`config.mk`:
```
export PLATFORM = sky130hd
export DESIGN_NAME = bbuart_fifo
export DESIGN_NICKNAME = d
export VERILOG_FILES = /design/src/bbuart_pkg.sv /design/src/bbuart_fifo.sv
export SDC_FILE = /design/constraint.sdc
export NUM_CORES = 2
export LEC_CHECK = 0
export BUFFER_PORTS_ARGS = -buffer_cell sky130_fd_sc_hd__buf_2
export CAP_MARGIN = 20
export CORE_MARGIN = 1.5
export CORE_UTILIZATION = 40
export CTS_BUF_LIST = sky130_fd_sc_hd__clkbuf_8
export CTS_CLUSTER_DIAMETER = 100
export CTS_CLUSTER_SIZE = 16
export DETAILED_ROUTE_END_ITERATION = 8
export PLACE_DENSITY_LB_ADDON = 0.08
export SLEW_MARGIN = 15
export SYNTH_ARGS = -nofsm -noshare
export SYNTH_HDL_FRONTEND = slang
export SYNTH_SLANG_ARGS = --single-unit
```
`constraint.sdc`:
```
create_clock -name i_clk -period 5.46 [get_ports i_clk]
set_input_delay 0.546 -clock i_clk [delete_from_list [all_inputs] [get_ports i_clk]]
set_output_delay 0.546 -clock i_clk [all_outputs]
set_load 0.01 [all_outputs]
```
`src/bbuart_pkg.sv`:
```
// Package for the 8N1 UART channel with receive and transmit ring FIFOs.
// Holds the sizes, the event codes, the FIFO control and status records and the ring helpers.
// Used by bbuart_fifo, bbuart_engine and the top level; depends on nothing.
`default_nettype none

package bbuart_pkg;

    localparam int FIFO_DEPTH = 512;
    localparam int PTR_W      = $clog2(FIFO_DEPTH);
    localparam int COUNT_W    = 9;
    localparam int COUNT_MAX  = 511;
    localparam int FRAME_BITS = 10;
    localparam int BITS_W     = 4;
    localparam int BYTE_W     = 8;

    typedef enum logic [1:0] {
        FUNC_TICK = 2'd0,
        FUNC_EDGE = 2'd1,
        FUNC_PUSH = 2'd2,
        FUNC_POP  = 2'd3
    } t_func;

    typedef struct packed {
        logic push;
        logic pop;
    } t_fifo_ctrl;

    typedef struct packed {
        logic               empty;
        logic               full;
        logic [COUNT_W-1:0] count;
    } t_fifo_stat;

    typedef struct packed {
        logic               tx_level;
        logic [BYTE_W-1:0]  rx_data;
        logic               rx_data_valid;
        logic               push_accepted;
        logic               rx_frame_dropped;
        logic               busy_res;
        logic [COUNT_W-1:0] rx_count;
        logic [COUNT_W-1:0] tx_count;
    } t_result;

    function automatic logic [PTR_W-1:0] ring_next(input logic [PTR_W-1:0] p);
        return (p == PTR_W'(FIFO_DEPTH - 1)) ? '0 : p + PTR_W'(1);
    endfunction

    function automatic logic [PTR_W-1:0] ring_count(input logic [PTR_W-1:0] rd,
                                                     input logic [PTR_W-1:0] wr);
        return (wr >= rd) ? (wr - rd) : PTR_W'(FIFO_DEPTH - int'(rd) + int'(wr));
    endfunction

    function automatic logic [COUNT_W-1:0] sat_count(input logic [PTR_W-1:0] c);
        return (int'(c) > COUNT_MAX) ? COUNT_W'(COUNT_MAX) : COUNT_W'(c);
    endfunction

endpackage

`default_nettype wire

```
`src/bbuart_fifo.sv`:
```
// Ring FIFO of bytes with one slot kept empty and a prefetched head byte.
// The memory read is registered; a write to the slot being prefetched is bypassed.
// Depends on bbuart_pkg.
`default_nettype none

module bbuart_fifo (
    input  wire                              i_clk,
    input  wire                              i_rst_n,
    input  bbuart_pkg::t_fifo_ctrl           i_ctrl,
    input  wire  [bbuart_pkg::BYTE_W-1:0]    i_wdata,
    output bbuart_pkg::t_fifo_stat           o_stat,
    output logic [bbuart_pkg::BYTE_W-1:0]    o_head
);

    logic [bbuart_pkg::BYTE_W-1:0] r_mem [bbuart_pkg::FIFO_DEPTH];
    logic [bbuart_pkg::PTR_W-1:0]  r_rd;
    logic [bbuart_pkg::PTR_W-1:0]  r_wr;
    logic [bbuart_pkg::PTR_W-1:0]  n_rd;
    logic [bbuart_pkg::PTR_W-1:0]  n_wr;
    logic [bbuart_pkg::BYTE_W-1:0] r_q;
    logic [bbuart_pkg::BYTE_W-1:0] r_bdata;
    logic                          r_byp;

    always_comb begin
        n_rd = i_ctrl.pop  ? bbuart_pkg::ring_next(r_rd) : r_rd;
        n_wr = i_ctrl.push ? bbuart_pkg::ring_next(r_wr) : r_wr;
    end

    always_comb begin
        o_stat.empty = (r_rd == r_wr);
        o_stat.full  = (bbuart_pkg::ring_count(r_rd, r_wr)
                        == bbuart_pkg::PTR_W'(bbuart_pkg::FIFO_DEPTH - 1));
        o_stat.count = bbuart_pkg::sat_count(bbuart_pkg::ring_count(r_rd, r_wr));
        o_head       = r_byp ? r_bdata : r_q;
    end

    always_ff @(posedge i_clk) begin
        if (!i_rst_n) begin
            r_rd <= '0;
            r_wr <= '0;
        end else begin
            r_rd <= n_rd;
            r_wr <= n_wr;
        end
    end

    always_ff @(posedge i_clk) begin
        if (i_ctrl.push) begin
            r_mem[r_wr] <= i_wdata;
        end
        r_q     <= r_mem[n_rd];
        r_byp   <= i_ctrl.push && (r_wr == n_rd);
        r_bdata <= i_wdata;
    end

endmodule

`default_nettype wire

```
### Word level (Yosys, flattened, before mapping)

Memories as Yosys holds them, arrays and structs flattened. A register that Yosys moved wholly into a read port is not among the register bits.
Index checks and enable logic that the tools add are counted.
Widths: inputs -> output; s select.

| storage, ports and cells | value |
|---|---|
| memories kept | 1 |
| input bits | 12 |
| bits in writable memories | 4096 |
| flip-flop bits (word level) | 27 |
| logic and storage cells | 24 |
| output and inout port bits | 19 |

Memories:

| name | words | width | read ports | clocked after Yosys merged registers in | write ports | RTL line | text |
|---|---|---|---|---|---|---|---|
| r_mem | 512 | 8 | 1 | 1 | 1 | bbuart_fifo.sv:15 | `logic [bbuart_pkg::BYTE_W-1:0] r_mem [bbuart_pkg::FIFO_DEPTH];` |

| operators by class | value |
|---|---|
| multiplexer cells | 7 |
| equal/unequal tests | 5 |
| $add $sub $neg | 5 |
| $lt $le $gt $ge | 1 |
| reduce and logical (&&, ||, !) cells | 1 |

Operator list:

| operator | number |
|---|---|
| $mux 9 | 4 |
| $eq 9x9->1 const B | 3 |
| $add 9x1->9 const B | 2 |
| $eq 9x9->1 | 2 |
| $add 9x9->9 | 1 |
| $ge 9x9->1 | 1 |
| $sub 1x9->9 const A | 1 |
| $sub 9x9->9 | 1 |
| $mux 8 | 1 |
| $mux 1 | 2 |
| $logic_and 1x1->1 | 1 |

### Depth between registers and ports, before layout

| logic depth | value |
|---|---|
| word-level depth | 5 |
| depth in mapped cells | 21 |
| mapped depth without buffers | 13 |

### Worst setup path after synthesis

Ideal clock, no wire load.

| timing path | value |
|---|---|
| kind | flip-flop to flip-flop |
| from | register r_rd[0] in the netlist's numbering |
| to | register r_q[4] in the netlist's numbering (read register of r_mem) |
| path buffers | 5 |
| setup time | 0.140 ns |
| arrival time | 3.722 ns |
| cell stages (with the launch flop) | 18 |
| path slack | 1.598 ns |
| cell sequence | dfxtp_1 ha_1 buf_2 nand2_1 nor4_1 ha_1 buf_6 nor3b_4 nor2_8 buf_6 buf_2 buf_4 mux4_2 a221oi_1 o221ai_1 o311a_1 nor4_1 a31oi_1 |

| between the ends | value |
|---|---|
| word-level cells in the longest chain between the ends | 3 |
| elaborated cells on any way between the ends | 4 |
| classes of those cells | add/sub: 1; eq/ne: 1; mux: 2 |

Ends and longest elaborated chain:

| what | RTL line | text |
|---|---|---|
| start, declared | bbuart_fifo.sv:16 | `logic [bbuart_pkg::PTR_W-1:0] r_rd;` |
| start signal, assigned | bbuart_fifo.sv:42 | `r_rd <= n_rd;` |
| $add 9x1->9 or $eq 9x9->1 (tied branches) | bbuart_pkg.sv:46 | `return (p == PTR_W'(FIFO_DEPTH - 1)) ? '0 : p + PTR_W'(1);` |
| $mux 9 | bbuart_pkg.sv:46 |  |
| $mux 9 (*) | bbuart_fifo.sv:25 | `n_rd = i_ctrl.pop ? bbuart_pkg::ring_next(r_rd) : r_rd;` |
| end, declared | bbuart_fifo.sv:20 | `logic [bbuart_pkg::BYTE_W-1:0] r_q;` |

Mark *: on every way between the ends. The rest lies on a longest branch, timed or not.
A chain may end at the register's enable or synchronous reset.

### Worst setup path after layout

| timing path | value |
|---|---|
| from | register r_rd[0] in the netlist's numbering |
| to | register r_q[7] in the netlist's numbering (read register of r_mem) |

The elaborated chain is that of the path after synthesis.

==> run metrics <==
TritonCTS Buffers 296; pin count of the biggest net entering global routing 175; delay-heaviest family, CP compound AO/OA/AOI/OAI gates; Die Wd 646 um; number of global-route vias before repair 96636; final hold violations 0; transition time at the pin with the least slew margin 1220 ps; number of enable-type register cells in the synthesized netlist 4096; number of antenna violations at the first check in global routing 47; I/O pin total 31; critical path's largest stage delay 810 ps; number of distinct standard cells referenced by the synthesized netlist 89; hold crit path type in -> reg; number of standard cells after synthesis 10744; type of the worst setup path reg -> reg; antenna-violating nets left 0; DR pass1 iterations 6; power dissipated by switching net loads 14.2 mW; switching part of the total power 25.3%; share of synthesized area occupied by flip-flops and latches 74.8%; most frequent standard cell in the layout excluding fill and tap cells sky130_fd_sc_hd__edfxtp_1; met2 routed WL 260000 um; final setup violating endpoints 0; cell-internal power 41.8 mW; count of buffers inserted at the top-level ports 30; CTS tree done; tightest hold margin 407 ps; maximum achievable frequency 185 MHz; number of pins with negative max-slew slack in the final report 0; relative contribution of combinational cells to total power 10.2%; count of buffering cells on the critical path with inverters included 5; clock tree skew after final layout 111 ps; Synth async-reset ratio 0%; routability-driven placement congestion ratio 0.882; part of the total power dissipated in the clock network 27.5%; Routed met1 length 244000 um; unrepaired setup endpoints after global routing false; count of warnings emitted by yosys 0; Req. time, crit path 6530 ps; Leakage Power 56.6 nW; P&R area growth vs syn 8.41%; layout cell share with drive strength beyond 1 12.2%; highest metal layer with signal wires met5; total nets after synthesis 10773; arrival time reported for the critical path endpoint 6480 ps; type of element launching the critical path register; post-layout min period 5410 ps; worst-path cell chain ha_1 > nand2_1 > nor4_1 > ha_1 > buf_4 > or3b_1 > mux2_2 > nand2_4 > buf_4 > buf_4 > nor2_1 > buf_4 > a32oi_1 > o21ai_0 > o21a_1 > buf_4 > a22oi_1; most frequent cells in the layout sky130_fd_sc_hd__edfxtp_1, sky130_fd_sc_hd__nand2_1, sky130_fd_sc_hd__nor2_1; average via count per standard cell 6.05; Longest Clk Path Bufs 4; Post-DP Area 174000 um^2; worst-path cell with the longest stage delay sky130_fd_sc_hd__a32oi_1; Area contributors post-synth sky130_fd_sc_hd__edfxtp_1, sky130_fd_sc_hd__nand2_1, sky130_fd_sc_hd__mux4_2; final cycle utilization of the critical path 99.0%; post-synthesis average cell area 15.4 um^2; wire length of the first global-routing pass 789000 um; total congestion overflow after global routing 0; Max H-tree Level 5; clock latency on the worst-skew pair 1200 ps; most common flop cell mapped by yosys sky130_fd_sc_hd__edfxtp_1; overall power after layout 56.0 mW; synthesized flop and latch total 4131; areal power density over the cells 312 nW/um^2; Die Area 417000 um^2; net total in the final layout 10902; Die Y-Extent 646 um; routed length per instance 34.6 um; violation count after the first detailed-route iteration 12957; critical-path maximum fanout 13; cell area after synthesis 165000 um^2; clock slew at the register clock pins of the worst setup and hold paths 120 ps; clock net sink count 4131; total number of vias 99411; final wirelength 568000 um; most used cell along the critical path sky130_fd_sc_hd__buf_4; Global Route Usage Sum 26.7%; area of the core region 410000 um^2; sequential share of power 62.3%; finished layout cell area 179000 um^2; Row Count 235; detailed-placement wirelength estimate 350000 um; # DRC 0; status finished clean; Worst VDD drop 0.000185 V; Slew HR 18.1%; clock tree root buffer cell sky130_fd_sc_hd__clkbuf_8; sort of element at the end of the critical path register; starting density of the core 40.3%; routed wl met3 42400 um; largest area contributor in the synthesized netlist sky130_fd_sc_hd__edfxtp_1; Synth top area share 74.4%; max capacitance violation total 0
per-layer routing:
layer	GRT usage, %	vias to the layer above
met3	3.99	815
li1	-	41672
met4	9.03	8
met5	0	-
met2	41.6	4416
met1	38.5	52500
state kept, by name, indices dropped and copies added (netlist names):
register  flops
r_wr          9
r_bdata       8
r_q           8
r_byp         1
r_mem      4096
r_rd          9
cell type report:
cell class	count	area, um^2
Clock buffer	304	4180
Clock inverter	88	445
Inverter	16	60.1
Tap cell	5451	6820
Multi-Input combinational cell	5806	37800
Sequential cell	4131	124000
Timing Repair Buffer	622	6200
Antenna cell	17	42.5
Fill cell	36597	231000
metrics by stage:
stage / utilization (%) / std cells / TNS [ps] / setup WS (ps)
6_report: 43.7 / 16435 / 0 / 53.2
3_5_place_dp: 42.5 / 15998 / -178 / -104
3_3_place_gp: 42.4 / 15991 / -1180 / -562
4_1_cts: 43.6 / 16405 / 0 / 2.56
2_1_floorplan: - / 10744 / 0 / 1600
5_1_grt: 43.7 / 16426 / 0 / 29.5
cell usage after synthesis, drive strengths merged, types with 26 or more instances:
| library cell | count |
|---|---|
| a211oi | 261 |
| clkbuf | 228 |
| nand2 | 2037 |
| o22ai | 26 |
| a311oi | 352 |
| buf | 564 |
| a22oi | 121 |
| mux4 | 320 |
| nand3 | 470 |
| dfxtp | 35 |
| mux2i | 242 |
| nor2 | 594 |
| edfxtp | 4096 |
| a32oi | 35 |
| a221oi | 91 |
| and3 | 368 |
| a21oi | 253 |
| a31oi | 85 |
| nor3 | 118 |
| o21ai | 56 |
| nor4 | 31 |
what timing repair did:
item | 4_1_cts | 5_1_grt
hold buffers | 10 | 0
pin swaps | 4 | 4
endpoints found under the hold margin | 578 | 0
gates cloned | 1 | 1
gates resized for setup | 4 | 4
endpoints found under the setup margin | 4 | 4
setup buffers | 4 | 8
logic make-up (layout without fill, tap and decap cells):
group           count (synthesis)  after routing  synth area share, %
flops                        4131           4131                 74.8
simple gates                 3714           3715                 9.70
compound gates               1476           1476                 6.68
buf+inv                       808           1030                 2.63
mux                           573            573                 5.91
xor+xnor                       25             25                0.132
fa+ha+maj                      17             17                0.133
other cells                     0             17                    0
worst paths after layout:
kind / from / to / slack, ps / cells past startpoint
worst max-delay path: r_rd[0] / r_q[7] / 50 / 17
worst min-delay path: i_wdata[3] / r_mem[460][3] / 410 / 2
worst max register to register: r_rd[0] / r_q[7] / 50 / 17
worst min register to register: r_wr[8] / r_wr[8] / 590 / 2
power groups by stage:
stage	Clock (mW)	Sequential [mW]	Combinational, mW
floorplan	0	35.6	3.07
global route	16.7	34.9	6.03
global placement	0	35.6	5.62
finish	15.4	34.9	5.70
detailed placement	0	35.6	5.66
CTS	15.7	34.9	5.70
No activity file was read; power rests on OpenSTA's default activity.
