## src/bbuart_pkg.sv

```systemverilog
// Package for the 8N1 UART channel with receive and transmit ring FIFOs.
// Holds the sizes, the event codes, the FIFO control and status records and the ring helpers.
// Used by bbuart_fifo, bbuart_engine and the top level; depends on nothing.
`default_nettype none

package bbuart_pkg;

    localparam int FIFO_DEPTH = 512;
    localparam int PTR_W      = $clog2(FIFO_DEPTH);
    localparam int COUNT_W    = 9;
    localparam int COUNT_MAX  = 511;
    localparam int FRAME_BITS = 10;
    localparam int BITS_W     = 4;
    localparam int BYTE_W     = 8;

    typedef enum logic [1:0] {
        FUNC_TICK = 2'd0,
        FUNC_EDGE = 2'd1,
        FUNC_PUSH = 2'd2,
        FUNC_POP  = 2'd3
    } t_func;

    typedef struct packed {
        logic push;
        logic pop;
    } t_fifo_ctrl;

    typedef struct packed {
        logic               empty;
        logic               full;
        logic [COUNT_W-1:0] count;
    } t_fifo_stat;

    typedef struct packed {
        logic               tx_level;
        logic [BYTE_W-1:0]  rx_data;
        logic               rx_data_valid;
        logic               push_accepted;
        logic               rx_frame_dropped;
        logic               busy_res;
        logic [COUNT_W-1:0] rx_count;
        logic [COUNT_W-1:0] tx_count;
    } t_result;

    function automatic logic [PTR_W-1:0] ring_next(input logic [PTR_W-1:0] p);
        return (p == PTR_W'(FIFO_DEPTH - 1)) ? '0 : p + PTR_W'(1);
    endfunction

    function automatic logic [PTR_W-1:0] ring_count(input logic [PTR_W-1:0] rd,
                                                     input logic [PTR_W-1:0] wr);
        return (wr >= rd) ? (wr - rd) : PTR_W'(FIFO_DEPTH - int'(rd) + int'(wr));
    endfunction

    function automatic logic [COUNT_W-1:0] sat_count(input logic [PTR_W-1:0] c);
        return (int'(c) > COUNT_MAX) ? COUNT_W'(COUNT_MAX) : COUNT_W'(c);
    endfunction

endpackage

`default_nettype wire

```

## src/bbuart_engine.sv

```systemverilog
// Event logic of the UART channel: tick timer, receive shifter and transmit framer.
// Turns one event into FIFO pushes and pops and one result record.
// Depends on bbuart_pkg; the FIFOs sit beside it in the top level.
`default_nettype none

module bbuart_engine (
    input  wire                              i_clk,
    input  wire                              i_rst_n,
    input  wire                              i_fire,
    input  bbuart_pkg::t_func                i_func,
    input  wire                              i_rx_level,
    input  wire                              i_open,
    input  bbuart_pkg::t_fifo_stat           i_rx_stat,
    input  bbuart_pkg::t_fifo_stat           i_tx_stat,
    input  wire  [bbuart_pkg::BYTE_W-1:0]    i_rx_head,
    input  wire  [bbuart_pkg::BYTE_W-1:0]    i_tx_head,
    output bbuart_pkg::t_fifo_ctrl           o_rx_ctrl,
    output bbuart_pkg::t_fifo_ctrl           o_tx_ctrl,
    output logic [bbuart_pkg::BYTE_W-1:0]    o_rx_wdata,
    output bbuart_pkg::t_result              o_result
);

    logic [bbuart_pkg::FRAME_BITS-1:0] r_rx_shift;
    logic [bbuart_pkg::FRAME_BITS-1:0] n_rx_shift;
    logic [bbuart_pkg::BITS_W-1:0]     r_rx_bits;
    logic [bbuart_pkg::BITS_W-1:0]     n_rx_bits;
    logic [bbuart_pkg::FRAME_BITS-1:0] r_tx_frame;
    logic [bbuart_pkg::FRAME_BITS-1:0] n_tx_frame;
    logic [bbuart_pkg::BITS_W-1:0]     r_tx_bits;
    logic [bbuart_pkg::BITS_W-1:0]     n_tx_bits;
    logic                              r_tx_pin;
    logic                              n_tx_pin;
    logic                              r_armed;
    logic                              n_armed;
    logic                              r_phase;
    logic                              n_phase;
    logic                              pending;
    bbuart_pkg::t_fifo_ctrl            rx_ctrl;
    bbuart_pkg::t_fifo_ctrl            tx_ctrl;

    always_comb begin
        n_rx_shift = r_rx_shift;
        n_rx_bits  = r_rx_bits;
        n_tx_frame = r_tx_frame;
        n_tx_bits  = r_tx_bits;
        n_tx_pin   = r_tx_pin;
        n_armed    = r_armed;
        n_phase    = r_phase;
        pending    = 1'b0;
        rx_ctrl    = '0;
        tx_ctrl    = '0;
        o_rx_wdata = '0;
        o_result   = '0;

        unique case (i_func)
            bbuart_pkg::FUNC_TICK: begin
                if (r_armed) begin
                    if (i_open && !r_phase) begin
                        if (r_rx_bits != '0) begin
                            n_rx_bits  = r_rx_bits - bbuart_pkg::BITS_W'(1);
                            n_rx_shift = {i_rx_level,
                                          r_rx_shift[bbuart_pkg::FRAME_BITS-1:1]};
                            if (n_rx_bits == '0) begin
                                if (i_rx_level && !i_rx_stat.full) begin
                                    rx_ctrl.push = 1'b1;
                                    o_rx_wdata   = n_rx_shift[bbuart_pkg::BYTE_W:1];
                                end else begin
                                    o_result.rx_frame_dropped = 1'b1;
                                end
                                n_rx_shift = '0;
                            end
                        end
                        if (!i_tx_stat.empty) begin
                            if (r_tx_bits == '0) begin
                                n_tx_frame = {1'b1, i_tx_head, 1'b0};
                                n_tx_bits  = bbuart_pkg::BITS_W'(bbuart_pkg::FRAME_BITS);
                            end
                            n_tx_pin  = n_tx_frame[bbuart_pkg::BITS_W'(bbuart_pkg::FRAME_BITS)
                                                   - n_tx_bits];
                            n_tx_bits = n_tx_bits - bbuart_pkg::BITS_W'(1);
                            if (n_tx_bits == '0) begin
                                tx_ctrl.pop = 1'b1;
                            end
                        end
                    end
                    pending = i_open && (n_rx_bits != '0 || n_tx_bits != '0
                                         || (i_tx_stat.count
                                             - bbuart_pkg::COUNT_W'(tx_ctrl.pop)) != '0);
                    n_phase = ~r_phase;
                    if (!pending) begin
                        n_armed = 1'b0;
                        n_phase = 1'b0;
                    end
                end
            end
            bbuart_pkg::FUNC_EDGE: begin
                if (i_open && r_rx_bits == '0) begin
                    n_rx_bits = bbuart_pkg::BITS_W'(bbuart_pkg::FRAME_BITS);
                    if (!r_armed) begin
                        n_armed = 1'b1;
                        n_phase = 1'b0;
                    end
                end
            end
            bbuart_pkg::FUNC_PUSH: begin
                if (!i_tx_stat.full) begin
                    tx_ctrl.push           = 1'b1;
                    o_result.push_accepted = 1'b1;
                end
                if (!r_armed) begin
                    n_armed = 1'b1;
                    n_phase = 1'b0;
                end
            end
            bbuart_pkg::FUNC_POP: begin
                if (!i_rx_stat.empty) begin
                    rx_ctrl.pop            = 1'b1;
                    o_result.rx_data       = i_rx_head;
                    o_result.rx_data_valid = 1'b1;
                end
            end
            default: begin
            end
        endcase

        o_rx_ctrl.push = rx_ctrl.push && i_fire;
        o_rx_ctrl.pop  = rx_ctrl.pop  && i_fire;
        o_tx_ctrl.push = tx_ctrl.push && i_fire;
        o_tx_ctrl.pop  = tx_ctrl.pop  && i_fire;

        o_result.tx_level = n_tx_pin;
        o_result.busy_res = n_armed;
        o_result.rx_count = i_rx_stat.count + bbuart_pkg::COUNT_W'(rx_ctrl.push)
                            - bbuart_pkg::COUNT_W'(rx_ctrl.pop);
        o_result.tx_count = i_tx_stat.count + bbuart_pkg::COUNT_W'(tx_ctrl.push)
                            - bbuart_pkg::COUNT_W'(tx_ctrl.pop);
    end

    always_ff @(posedge i_clk) begin
        if (!i_rst_n) begin
            r_rx_shift <= '0;
            r_rx_bits  <= '0;
            r_tx_frame <= '0;
            r_tx_bits  <= '0;
            r_tx_pin   <= 1'b1;
            r_armed    <= 1'b0;
            r_phase    <= 1'b0;
        end else if (i_fire) begin
            r_rx_shift <= n_rx_shift;
            r_rx_bits  <= n_rx_bits;
            r_tx_frame <= n_tx_frame;
            r_tx_bits  <= n_tx_bits;
            r_tx_pin   <= n_tx_pin;
            r_armed    <= n_armed;
            r_phase    <= n_phase;
        end
    end

    a_phase_idle: assert property (@(posedge i_clk) disable iff (!i_rst_n)
        !r_armed |-> !r_phase)
        else $error("tick phase set while the timer is disarmed");

    a_rx_bits_range: assert property (@(posedge i_clk) disable iff (!i_rst_n)
        r_rx_bits <= bbuart_pkg::BITS_W'(bbuart_pkg::FRAME_BITS))
        else $error("receive bit count out of range");

    a_tx_bits_fifo: assert property (@(posedge i_clk) disable iff (!i_rst_n)
        r_tx_bits != '0 |-> !i_tx_stat.empty)
        else $error("transmit frame in progress with an empty transmit FIFO");

endmodule

`default_nettype wire

```

## config.mk

```make
export PLATFORM = sky130hd
export DESIGN_NAME = bbuart_engine
export DESIGN_NICKNAME = d
export VERILOG_FILES = /design/src/bbuart_pkg.sv /design/src/bbuart_engine.sv
export SDC_FILE = /design/constraint.sdc
export NUM_CORES = 1
export LEC_CHECK = 0
export CAP_MARGIN = 20
export CORE_AREA = 2 2 86 88
export CTS_BUF_LIST = sky130_fd_sc_hd__clkbuf_4 sky130_fd_sc_hd__clkbuf_8 sky130_fd_sc_hd__clkbuf_16
export DETAILED_ROUTE_END_ITERATION = 8
export DIE_AREA = 0 0 88 90
export DONT_BUFFER_PORTS = 1
export PLACE_DENSITY_LB_ADDON = 0.25
export SYNTH_ARGS = -nofsm -noshare
export SYNTH_HDL_FRONTEND = slang
export SYNTH_SLANG_ARGS = --single-unit
```

## constraint.sdc

```tcl
create_clock -name i_clk -period 5.4 [get_ports i_clk]
set_clock_uncertainty 0.15 [all_clocks]
set_input_delay 0.81 -clock i_clk [delete_from_list [all_inputs] [get_ports i_clk]]
set_output_delay 0.81 -clock i_clk [all_outputs]
set_load 0.02 [all_outputs]
```

# == Word level (Yosys, flattened, before mapping) ==
# Cells that the tools add are included.
# classes
addsub,8
n_reduce_logical,28
n_bitwise,2
n_lt_le_gt_ge,1
muxes,68
eq_ne,5
# op_table
operator,count
10-bit 2-to-1 mux,6
4-bit 2-to-1 mux,15
8-bit 2-to-1 mux,6
1-bit 2-to-1 mux,35
9-bit by 1-bit subtractor with 9-bit output,3
9-bit by 1-bit adder with 9-bit output,2
9-bit 2-to-1 mux,2
4-bit logical NOT,4
4-bit nonzero test,3
5-bit AND reduction,2
9-bit nonzero test,1
1-bit logical AND,8
4-bit case mux with 2 select lines,1
4-bit AND reduction,2
"4-bit by 1-bit subtractor with 4-bit output, second input constant",2
1-bit case mux with 3 select lines,2
"4-bit by 5-bit < comparator with 1-bit output, second input constant",1
1-bit binary-select mux with 4-bit select,1
"2-bit == test, second input constant",2
"2-bit inequality test, second input constant",2
"4-bit subtractor, first input constant",1
3-bit AND reduction,1
3-bit nonzero test,1
"2-bit by 1-bit == test with 1-bit output, second input constant",1
5 further kinds,8
# totals
output_inout_bits,43
elab_cells,119
reg_bits,31
inputBits,45

# == Logic depth before layout (Yosys ltp) ==
# Gate-level depths: netlist of run 1.
# depth
ltp_word,20
depth_mapped,20
ltp_nobuf,18

# == Least setup slack after synthesis of run 1 ==
# Ideal clock, no wire load.
# synth_timing
path_type,register -> output
startpoint,reg r_rx_bits[0] (netlist name)
endpoint,out o_result[17] (netlist name)
path_slack_ns,0.630
arrival_time_ns,3.810
path_buffers,2
path_stages_with_launch,21
cell_sequence,dfxtp_1 > inv_1 > ha_1 > clkbuf_1 > nor2b_1 > a22oi_1 > nand2b_1 > clkbuf_1 > nor4b_2 > inv_1 > ha_1 > inv_1 > ha_1 > inv_1 > fa_1 > nor2b_1 > o21ai_0 > a21boi_0 > o21a_1 > o41a_1 > xnor2_1
# synth_rtl
element,line,text
"start, declared",bbuart_engine.sv:25,logic [bbuart_pkg::BITS_W-1:0] r_rx_bits;
"start signal, assigned",bbuart_engine.sv:150,r_rx_bits <= n_rx_bits;
"end, declared",bbuart_engine.sv:20,output bbuart_pkg::t_result o_result

==> results of run 1 <==
[power by group through the flow]
stage	registers, mW	logic (mW)	clock network (mW)
4_1_cts	0.218	0.156	0.246
6_report	0.218	0.155	0.236
5_1_grt	0.218	0.172	0.253
3_3_place_gp	0.222	0.154	0
2_1_floorplan	0.221	0.134	0
3_5_place_dp	0.222	0.156	0
[state kept, by name, indices dropped and copies added (netlist names)]
signal / cells
r_tx_frame: 10
r_rx_bits: 4
r_tx_pin: 1
r_rx_shift: 8
r_phase: 1
r_armed: 1
r_tx_bits: 4
[routing by layer]
layer | wire length [µm] | GRT usage | part of all wire | vias to the layer above
li1 | - | - | - | 1227
met1 | 2589 | 0.1786 | 0.42 | 1086
met2 | 3171 | 0.2790 | 0.51 | 74
met3 | 415 | 0.04867 | 0.067 | 2
met4 | 30 | 0.03462 | 0.0048 | 0
met5 | 0 | 0 | 0 | -
[critical path: stages (launching register included)]
cell,delay [ns]
dfxtp_1,0.36
inv_1,0.07
ha_1,0.29
nor2b_1,0.21
a22oi_1,0.10
nand2b_2,0.29
nor4b_2,0.29
inv_1,0.08
ha_1,0.27
inv_1,0.06
ha_1,0.16
inv_1,0.05
fa_1,0.39
nor2b_1,0.12
o21ai_0,0.10
a21boi_0,0.25
o21a_1,0.17
o41a_1,0.15
xnor2_1,0.12
buf_4,0.16
[layout by cell type (no fill, tap or decap), drive strengths merged, types with 2 or more instances in the layout]
cell / count
inv: 44
nor2: 35
ha: 31
dfxtp: 29
a21oi: 22
xnor2: 20
and2: 19
nand2: 17
o21ai: 11
nand3: 11
nor3: 9
mux2i: 9
nor2b: 7
clkbuf: 7
or3: 6
nand4: 5
nor4: 5
o21bai: 5
buf: 5
nor3b: 3
a22oi: 3
a221oi: 3
a21o: 3
nand2b: 3
a31oi: 2
o211ai: 2
a211oi: 2
o21a: 2
o31ai: 2
xor2: 2
and3: 2
fa: 2
nor4b: 2
[per-stage QoR]
step	instance area, µm²	utilization	instances	hold slack (ns)
finish	2953	0.4206	454	0.2974
global route	2953	0.4206	454	0.3170
CTS	2950	0.4202	454	0.3007
detailed placement	2830	0.4031	446	0.2915
global placement	2830	0.4031	446	0.2896
floorplan	2749	-	359	0.2773
[logic make-up after synthesis]
group,Yosys count,share of synthesized area
AND/OR/NAND/NOR,133,0.2658
AO/OA/AOI/OAI,72,0.1752
buffers and inverters,61,0.08920
adder cells (fa/ha/maj),33,0.1557
flip-flops,29,0.2112
XOR/XNOR,22,0.07010
multiplexers,9,0.03277
[layout make-up]
type,count,area [µm²],share of cell area
Clock inverter,1,30.03,0.01017
Clock buffer,7,90.09,0.03051
Sequential cell,29,580.6,0.1966
Multi-Input combinational cell,269,1926,0.6521
Timing Repair Buffer,5,37.54,0.01271
Inverter,44,165.2,0.05593
Tap cell,99,123.9,0.04195
[worst max-delay path by stage]
stage                            start           end  slack [ns]
after floorplan           r_rx_bits[0]  o_result[17]        0.63
after detailed placement        i_open  o_result[17]        0.63
final                     r_rx_bits[0]  o_result[17]        0.46
after global routing      r_rx_bits[0]  o_result[17]        0.03
after CTS                 r_rx_bits[0]  o_result[17]        0.38
after global placement       i_func[0]   o_result[8]        0.66
==> flow_metrics.py, run 1 <==
metrics = {
    "min_path": {
        "hold_end": "r_rx_shift[2]",
        "hp-start": "r_rx_shift[2]",
        "hold_class": "reg2reg",
        "holdPathStages": 2,
    },
    "global_route": {
        "grt_overflow": 0,
        "gr-usage-all-layers": 0.1562,
        "grt_max_degree": 29,
        "grt_pass1_vias": 2217,
        "grt_pass1_wl_um": 10070,
        "grt_antenna_before_repair": 0,
    },
    "synthesis": {
        "synth_top_area_share": 0.2112,
        "synth_cell_type_count": 65,
        "synth_ff_type": "dfxtp_1",
        "synth_top_area_cell": "dfxtp_1",
        "ys_async_sr_fraction": 0,
        "yosysSeqAreaShare": 0.2112,
        "postSynthAreaPerCell_um2": 7.657,
        "yosysMostFrequentCell": "inv_1",
        "syn_nets": 437,
        "synth.area.top_cells": "dfxtp_1 21%, ha_1 14%, xnor2_1 6.4%",
        "ys_ff_latch": 29,
        "synth.cell_area_um2": 2749,
        "synthCells": 359,
        "ys_warn_count": 0,
        "synth-edff-count": 0,
        "synth.top_cells.by_count": "43 x inv_1, 35 x nor2_1, 31 x ha_1, 29 x dfxtp_1, 22 x a21oi_1",
    },
    "route": {
        "ant_nets": 0,
        "drtIter0Drc": 123,
        "drt-total-wl_um": 6206,
        "avgViaCountPerCell": 5.262,
        "vias": 2389,
        "post_drt_wl_per_cell_um": 13.67,
        "drc": 0,
        "drt_first_pass_iters": 4,
    },
    "die": {
        "io_pins": 88,
        "initial_core_util": 0.3916,
        "fp.dieW_um": 88,
        "dieArea_um2": 7920,
        "coreArea_um2": 7020,
        "num_rows": 31,
        "die_h_um": 90,
    },
    "timing": {
        "hold_viol_final": 0,
        "setup_viol_count_final": 0,
        "slew_violations": 0,
        "period_share": 0.9141,
        "rsz0062_at_grt": "no",
        "relSlewSlack": 0.6574,
        "finalSetupTns_ns": 0,
        "worst_pin_slew_ns": 0.5139,
        "fmax_mhz": 202.6,
        "fin_crit_ns": 4.936,
        "fin_ws_ns": 0.4640,
    },
    "pwr": {
        "p_clk_frac": 0.388,
        "peakVddDrop_v": 0.00009479,
        "internal_power_uw": 426.5,
        "powerDensity_nw_per_um2": 206.0,
        "p_switching_uw": 181.7,
        "total_power_uw": 608.3,
        "p_seq_frac": 0.358,
        "power_frac_comb": 0.254,
        "switching_share": 0.2988,
        "leakagePower_nw": 1.254,
    },
    "critical_path": {
        "r2r_cells": 10,
        "r2r_slack_ns": 2.57,
        "crit_required_ns": 4.44,
        "critPathMaxFanout": 10,
        "rr_endpoint": "r_armed",
        "critPathKind": "reg2out",
        "crit_arrival_ns": 3.98,
        "end_kind": "primary output",
        "cp-start-kind": "register",
        "r2r_start": "r_tx_bits[2]",
    },
    "cts": {
        "cts_tree": "done",
        "clock_sinks": 29,
        "cts_setup_buffers": 0,
        "hold_buffers": 0,
        "cts_root_buf": "clkbuf_8",
        "cts_buffers": 5,
        "cts_resized": 0,
        "clockBufferDepth": 2,
        "clock_latency_ns": 0.27,
        "path_clk_slew_ns": 0.06,
        "htree_levels": 2,
    },
    "finish": {
        "drive_gt1_frac": 0.06197,
        "final_nets": 432,
        "fillCellCount": 726,
        "syn_to_final_growth_pct": 7.419,
        "antenna_cells": 0,
    },
    "job": {
        "maxCapViolCount": 0,
    },
    "status": {
        "outcome": "finished, final reports clean",
    },
    "placement": {
        "dp_hpwl_um": 5011,
        "place_worst_setup_slack_ns": 0.6256,
        "place.gp.congestion": 0.7831,
        "portBuffers": 0,
    },
}
Power figures use the tool's default switching activity.
==> inputs of run 2 (changes only) <==
==> constraint.sdc (replaced) <==
create_clock -name i_clk -period 5.4 [get_ports i_clk]
set_clock_uncertainty 0.15 [all_clocks]
set_input_delay 0.81 -clock i_clk [delete_from_list [all_inputs] [get_ports i_clk]]
set_output_delay 0.81 -clock i_clk [all_outputs]
set_load 0.1 [all_outputs]
==> run 2 against run 1 <==
Final cell count up 3.5%. Hold slack gained 0.0019 ns. Largest cell class unchanged. Largest power group is now combinational cells. Global-route usage grew 0.82 points. First-iteration DRC count fell by 53%. Design area up 9.5%. Critical path depth did not move. Highest routed layer unchanged. Sequential power about the same. Critical endpoint unchanged. Critical path type unchanged.
==> flow_metrics.py, run 2 (synthesized netlist as in run 1, its figures left out) <==
metrics = {
    "critical_path": {
        "crit_required_ns": 4.44,
        "critPathMaxFanout": 9,
        "crit_arrival_ns": 4.05,
        "end_kind": "primary output",
        "critPathKind": "reg2out",
        "cp-start-kind": "register",
    },
    "route": {
        "vias": 2420,
        "drtIter0Drc": 58,
        "avgViaCountPerCell": 5.149,
        "drt_first_pass_iters": 4,
        "ant_nets": 0,
        "drc": 0,
        "drt-total-wl_um": 6521,
        "post_drt_wl_per_cell_um": 13.87,
    },
    "finish": {
        "antenna_cells": 0,
        "syn_to_final_growth_pct": 17.61,
        "layout_common_cells": "43 x inv_1, 33 x nor2_1, 31 x ha_1",
        "design_area_um2": 3233,
        "final_common_cell": "inv_1",
        "fillCellCount": 722,
        "final_nets": 448,
        "drive_gt1_frac": 0.1482,
        "fin_cells": 470,
        "largest_register_ffs": 10,
        "largestRegisters": "r_tx_frame (10), r_rx_shift (8)",
        "post-route-util": 0.4605,
        "regMostFlops": "r_tx_frame",
    },
    "die": {
        "initial_core_util": 0.3916,
        "num_rows": 31,
        "fp.dieW_um": 88,
        "die_h_um": 90,
        "dieArea_um2": 7920,
        "io_pins": 88,
        "coreArea_um2": 7020,
    },
    "cts": {
        "cts_root_buf": "clkbuf_8",
        "htree_levels": 2,
        "clock_latency_ns": 0.29,
        "hold_buffers": 0,
        "cts_setup_buffers": 0,
        "cts_tree": "done",
        "path_clk_slew_ns": 0.06,
        "clockBufferDepth": 2,
        "cts_resized": 0,
        "clock_sinks": 29,
        "cts_buffers": 5,
    },
    "pwr": {
        "powerDensity_nw_per_um2": 252.2,
        "total_power_uw": 815.3,
        "peakVddDrop_v": 0.0001358,
        "leakagePower_nw": 1.417,
    },
    "timing": {
        "finalSetupTns_ns": 0,
        "relSlewSlack": 0.2814,
        "fin_crit_ns": 5.005,
        "fin_ws_ns": 0.3947,
        "hold_viol_final": 0,
        "worst_pin_slew_ns": 1.077,
        "fin_hold_ws_ns": 0.2993,
        "setup_viol_count_final": 0,
        "slew_violations": 0,
        "period_share": 0.9269,
        "fmax_mhz": 199.8,
        "rsz0062_at_grt": "no",
    },
    "global_route": {
        "grt_overflow": 0,
        "use_met3": 0.04775,
        "busiest_layer": "met2",
        "grt_pass1_wl_um": 10470,
        "grt_use_met2": 0.2734,
        "gr-usage-met1": 0.2024,
        "grt_pass1_vias": 2244,
        "gr-usage-all-layers": 0.1644,
        "grt_antenna_before_repair": 0,
        "grt_max_degree": 29,
    },
    "placement": {
        "place_worst_setup_slack_ns": 0.4622,
        "portBuffers": 0,
        "dpl.cell_count": 462,
        "place.gp.congestion": 0.8414,
        "place_area_um2": 3132,
        "dp_hpwl_um": 5238,
    },
    "job": {
        "maxCapViolCount": 0,
    },
    "status": {
        "outcome": "finished, final reports clean",
    },
    "min_path": {
        "hold_class": "reg2reg",
    },
}
==> run 2: cell types whose count changed in the layout (fill, tap and decap cells not counted), moves of 2 or more <==
cell	delta
buf_4	+11
buf_12	+3
xnor2_2	+12
nor2_1	-2
nor2_2	+2
xnor2_1	-12
==> run 2: layout make-up <==
type	instances	area, µm²	share of cell area
clock inverters	1	5.005	0.001548
flip-flops and latches	29	580.6	0.1796
repair buffers	21	222.7	0.06889
well taps	99	123.9	0.03831
multi-input cells	269	2039	0.6308
clock buffers	7	96.34	0.02980
inverters	44	165.2	0.05108
==> run 2: metal layers <==
| metal | routed length, µm | part of all wire |
|---|---|---|
| met1 | 2783 | 0.43 |
| met4 | 74 | 0.011 |
| met3 | 418 | 0.064 |
| met5 | 0 | 0 |
| met2 | 3244 | 0.50 |
==> run 2: path summary, 6_finish.rpt <==
path / start / end / slack, ns / cells past startpoint
max: r_rx_bits[0] / o_result[17] / 0.39 / 19
min: r_rx_shift[2] / r_rx_shift[2] / 0.30 / 2
max reg2reg: r_tx_bits[2] / r_armed / 2.60 / 11
min reg2reg: r_rx_shift[2] / r_rx_shift[2] / 0.30 / 2
==> run 2: worst max-delay path, stage by stage, from the launching register on <==
cell,delay (ns)
dfxtp_1,0.37
inv_1,0.08
ha_1,0.30
nor2b_1,0.22
a22oi_1,0.11
nand2b_1,0.19
nor4b_2,0.26
inv_1,0.07
ha_1,0.27
inv_1,0.05
ha_1,0.15
inv_1,0.05
fa_1,0.42
nor2b_1,0.13
o21ai_0,0.09
a21boi_0,0.31
o21a_1,0.18
o41a_1,0.17
xnor2_2,0.14
buf_12,0.20
==> run 2: power breakdown <==
| group | internal, mW | switching, mW |
|---|---|---|
| clock | 0.115 | 0.0835 |
| combinational | 0.109 | 0.290 |
| sequential | 0.216 | 0.00222 |
==> inputs of run 3 (changes only) <==
--- a/config.mk
+++ b/config.mk
@@ -6,12 +6,13 @@
 export NUM_CORES = 1
 export LEC_CHECK = 0
 export CAP_MARGIN = 20
-export CORE_AREA = 2 2 86 88
+export CORE_AREA = 2 2 73 68
 export CTS_BUF_LIST = sky130_fd_sc_hd__clkbuf_4 sky130_fd_sc_hd__clkbuf_8 sky130_fd_sc_hd__clkbuf_16
 export DETAILED_ROUTE_END_ITERATION = 8
-export DIE_AREA = 0 0 88 90
+export DIE_AREA = 0 0 75 70
 export DONT_BUFFER_PORTS = 1
 export PLACE_DENSITY_LB_ADDON = 0.25
+export SLEW_MARGIN = 20
 export SYNTH_ARGS = -nofsm -noshare
 export SYNTH_HDL_FRONTEND = slang
 export SYNTH_SLANG_ARGS = --single-unit
==> run 3 against run 2 <==
Combinational power fell by 2%. Maximum frequency fell by 2.0%. Design area fell by 2.7%. Hold slack got worse by 0.0013 ns. Core utilization rose by 22 points. First-iteration DRC count rose to 2.8 times the previous value. Highest routed layer unchanged. Largest power group unchanged. Flip-flop and latch count did not move.
==> flow_metrics.py, run 3 (synthesized netlist as in run 1, its figures left out) <==
metrics = {
    "timing": {
        "fin_crit_ns": 5.106,
        "finalSetupTns_ns": 0,
        "rsz0062_at_grt": "no",
        "hold_viol_final": 0,
        "setup_viol_count_final": 0,
        "period_share": 0.9456,
        "relSlewSlack": 0.2898,
        "slew_violations": 0,
        "fmax_mhz": 195.8,
        "worst_pin_slew_ns": 1.064,
    },
    "finish": {
        "regMostFlops": "r_tx_frame",
        "final_common_cell": "inv_1",
        "antenna_cells": 0,
        "syn_to_final_growth_pct": 14.38,
        "largest_register_ffs": 10,
        "final_nets": 444,
        "largestRegisters": "r_tx_frame (10), r_rx_shift (8)",
        "layout_common_cells": "43 x inv_1, 33 x nor2_1, 30 x ha_1",
        "drive_gt1_frac": 0.1444,
        "design_area_um2": 3144,
    },
    "critical_path": {
        "critPathMaxFanout": 5,
        "r2r_start": "r_tx_bits[2]",
        "cp-start-kind": "input port",
        "end_kind": "primary output",
        "r2r_slack_ns": 2.47,
        "crit_arrival_ns": 4.15,
        "crit_required_ns": 4.44,
        "r2r_cells": 10,
        "critPathKind": "in2out",
        "rr_endpoint": "r_armed",
    },
    "global_route": {
        "grt_pass1_wl_um": 9942,
        "grt_antenna_before_repair": 0,
        "grt_pass1_vias": 2314,
        "grt_max_degree": 29,
        "gr-usage-all-layers": 0.2386,
        "grt_overflow": 0,
    },
    "job": {
        "maxCapViolCount": 0,
    },
    "min_path": {
        "holdPathStages": 2,
        "hold_end": "r_rx_shift[2]",
        "hold_class": "reg2reg",
        "hp-start": "r_rx_shift[2]",
    },
    "route": {
        "drc": 0,
        "vias": 2487,
        "drt-total-wl_um": 6096,
        "avgViaCountPerCell": 5.757,
        "drtIter0Drc": 164,
        "ant_nets": 0,
        "post_drt_wl_per_cell_um": 14.11,
        "drt_first_pass_iters": 6,
    },
    "placement": {
        "place_area_um2": 3048,
        "portBuffers": 0,
        "dp_hpwl_um": 4924,
        "place.gp.congestion": 0.8127,
    },
    "die": {
        "fp.dieW_um": 75,
        "coreArea_um2": 4594,
        "die_h_um": 70,
        "initial_core_util": 0.5983,
        "num_rows": 24,
        "dieArea_um2": 5250,
        "io_pins": 88,
    },
    "cts": {
        "clockBufferDepth": 2,
        "cts_root_buf": "clkbuf_8",
        "hold_buffers": 0,
        "cts_buffers": 5,
        "path_clk_slew_ns": 0.06,
        "clock_latency_ns": 0.29,
        "clock_sinks": 29,
        "htree_levels": 2,
        "cts_tree": "done",
    },
    "pwr": {
        "peakVddDrop_v": 0.0001940,
        "powerDensity_nw_per_um2": 251.8,
        "total_power_uw": 791.7,
        "leakagePower_nw": 1.393,
    },
    "status": {
        "outcome": "finished, final reports clean",
    },
}
## run 3: per-stage QoR
| step | cells | utilization | hold WS [ns] | worst slack [ns] |
|---|---|---|---|---|
| 6_report | 432 | 0.6844 | 0.2981 | 0.2935 |
| 5_1_grt | 432 | 0.6844 | 0.3350 | 0.008876 |
| 4_1_cts | 432 | 0.6822 | 0.3009 | 0.1168 |
| 3_5_place_dp | 424 | 0.6634 | 0.2921 | 0.2919 |
| 3_3_place_gp | 424 | 0.6609 | 0.2881 | 0.5218 |
| 2_1_floorplan | 359 | - | 0.2773 | 0.03420 |
## run 3: power breakdown
part | switching [mW] | leakage (nW) | total (mW) | internal [mW]
Sequential | 0.00217 | 0.234 | 0.218 | 0.215
Clock | 0.0875 | 0.0484 | 0.182 | 0.0942
Combinational | 0.291 | 1.11 | 0.392 | 0.101
## run 3: worst max-delay path: stages
cell and delay [ns]:
inv_1 0.07, ha_1 0.26, nand2_1 0.17, nor4_1 0.30, ha_1 0.29, inv_1 0.07, ha_1 0.16, inv_1 0.05
fa_1 0.41, o21ba_2 0.22, o21bai_1 0.35, a221oi_1 0.22, o21bai_1 0.18, a21oi_1 0.12, xnor2_2 0.16, buf_4 0.30
## run 3: final cells by class
cell class,instances,area (µm²)
clock buffer,6,76.32
fill,393,1450
multi-input combinational,269,2061
tap,65,81.33
sequential,29,580.6
inverter,44,165.2
clock inverter,2,10.01
timing repair buffer,17,170.2
## run 3: worst max path at each step
| stage | start | endpoint | slack [ns] | depth (start not counted) |
|---|---|---|---|---|
| global placement | i_open | o_result[17] | 0.52 | 16 |
| detailed placement | i_func[0] | o_result[8] | 0.29 | 16 |
| finish | i_func[0] | o_result[8] | 0.29 | 16 |
| global route | r_rx_bits[1] | o_result[17] | 0.009 | 19 |
| floorplan | i_func[0] | o_result[6] | 0.03 | 13 |
| CTS | r_rx_bits[0] | o_result[17] | 0.12 | 19 |
## run 3: what timing repair did
action,in CTS,in global routing
gates resized for setup,0,3
endpoints found under the setup margin,0,3
setup buffers,0,0
## run 3: per-layer routing
layer  track usage  part of all wire  wire length (µm)  vias up
li1              -                 -                 -     1249
met5             0                 0                 0        -
met3       0.06494             0.068               417       13
met1        0.2961              0.43              2600     1142
met4       0.08730             0.021               129        0
met2        0.3889              0.48              2948       83
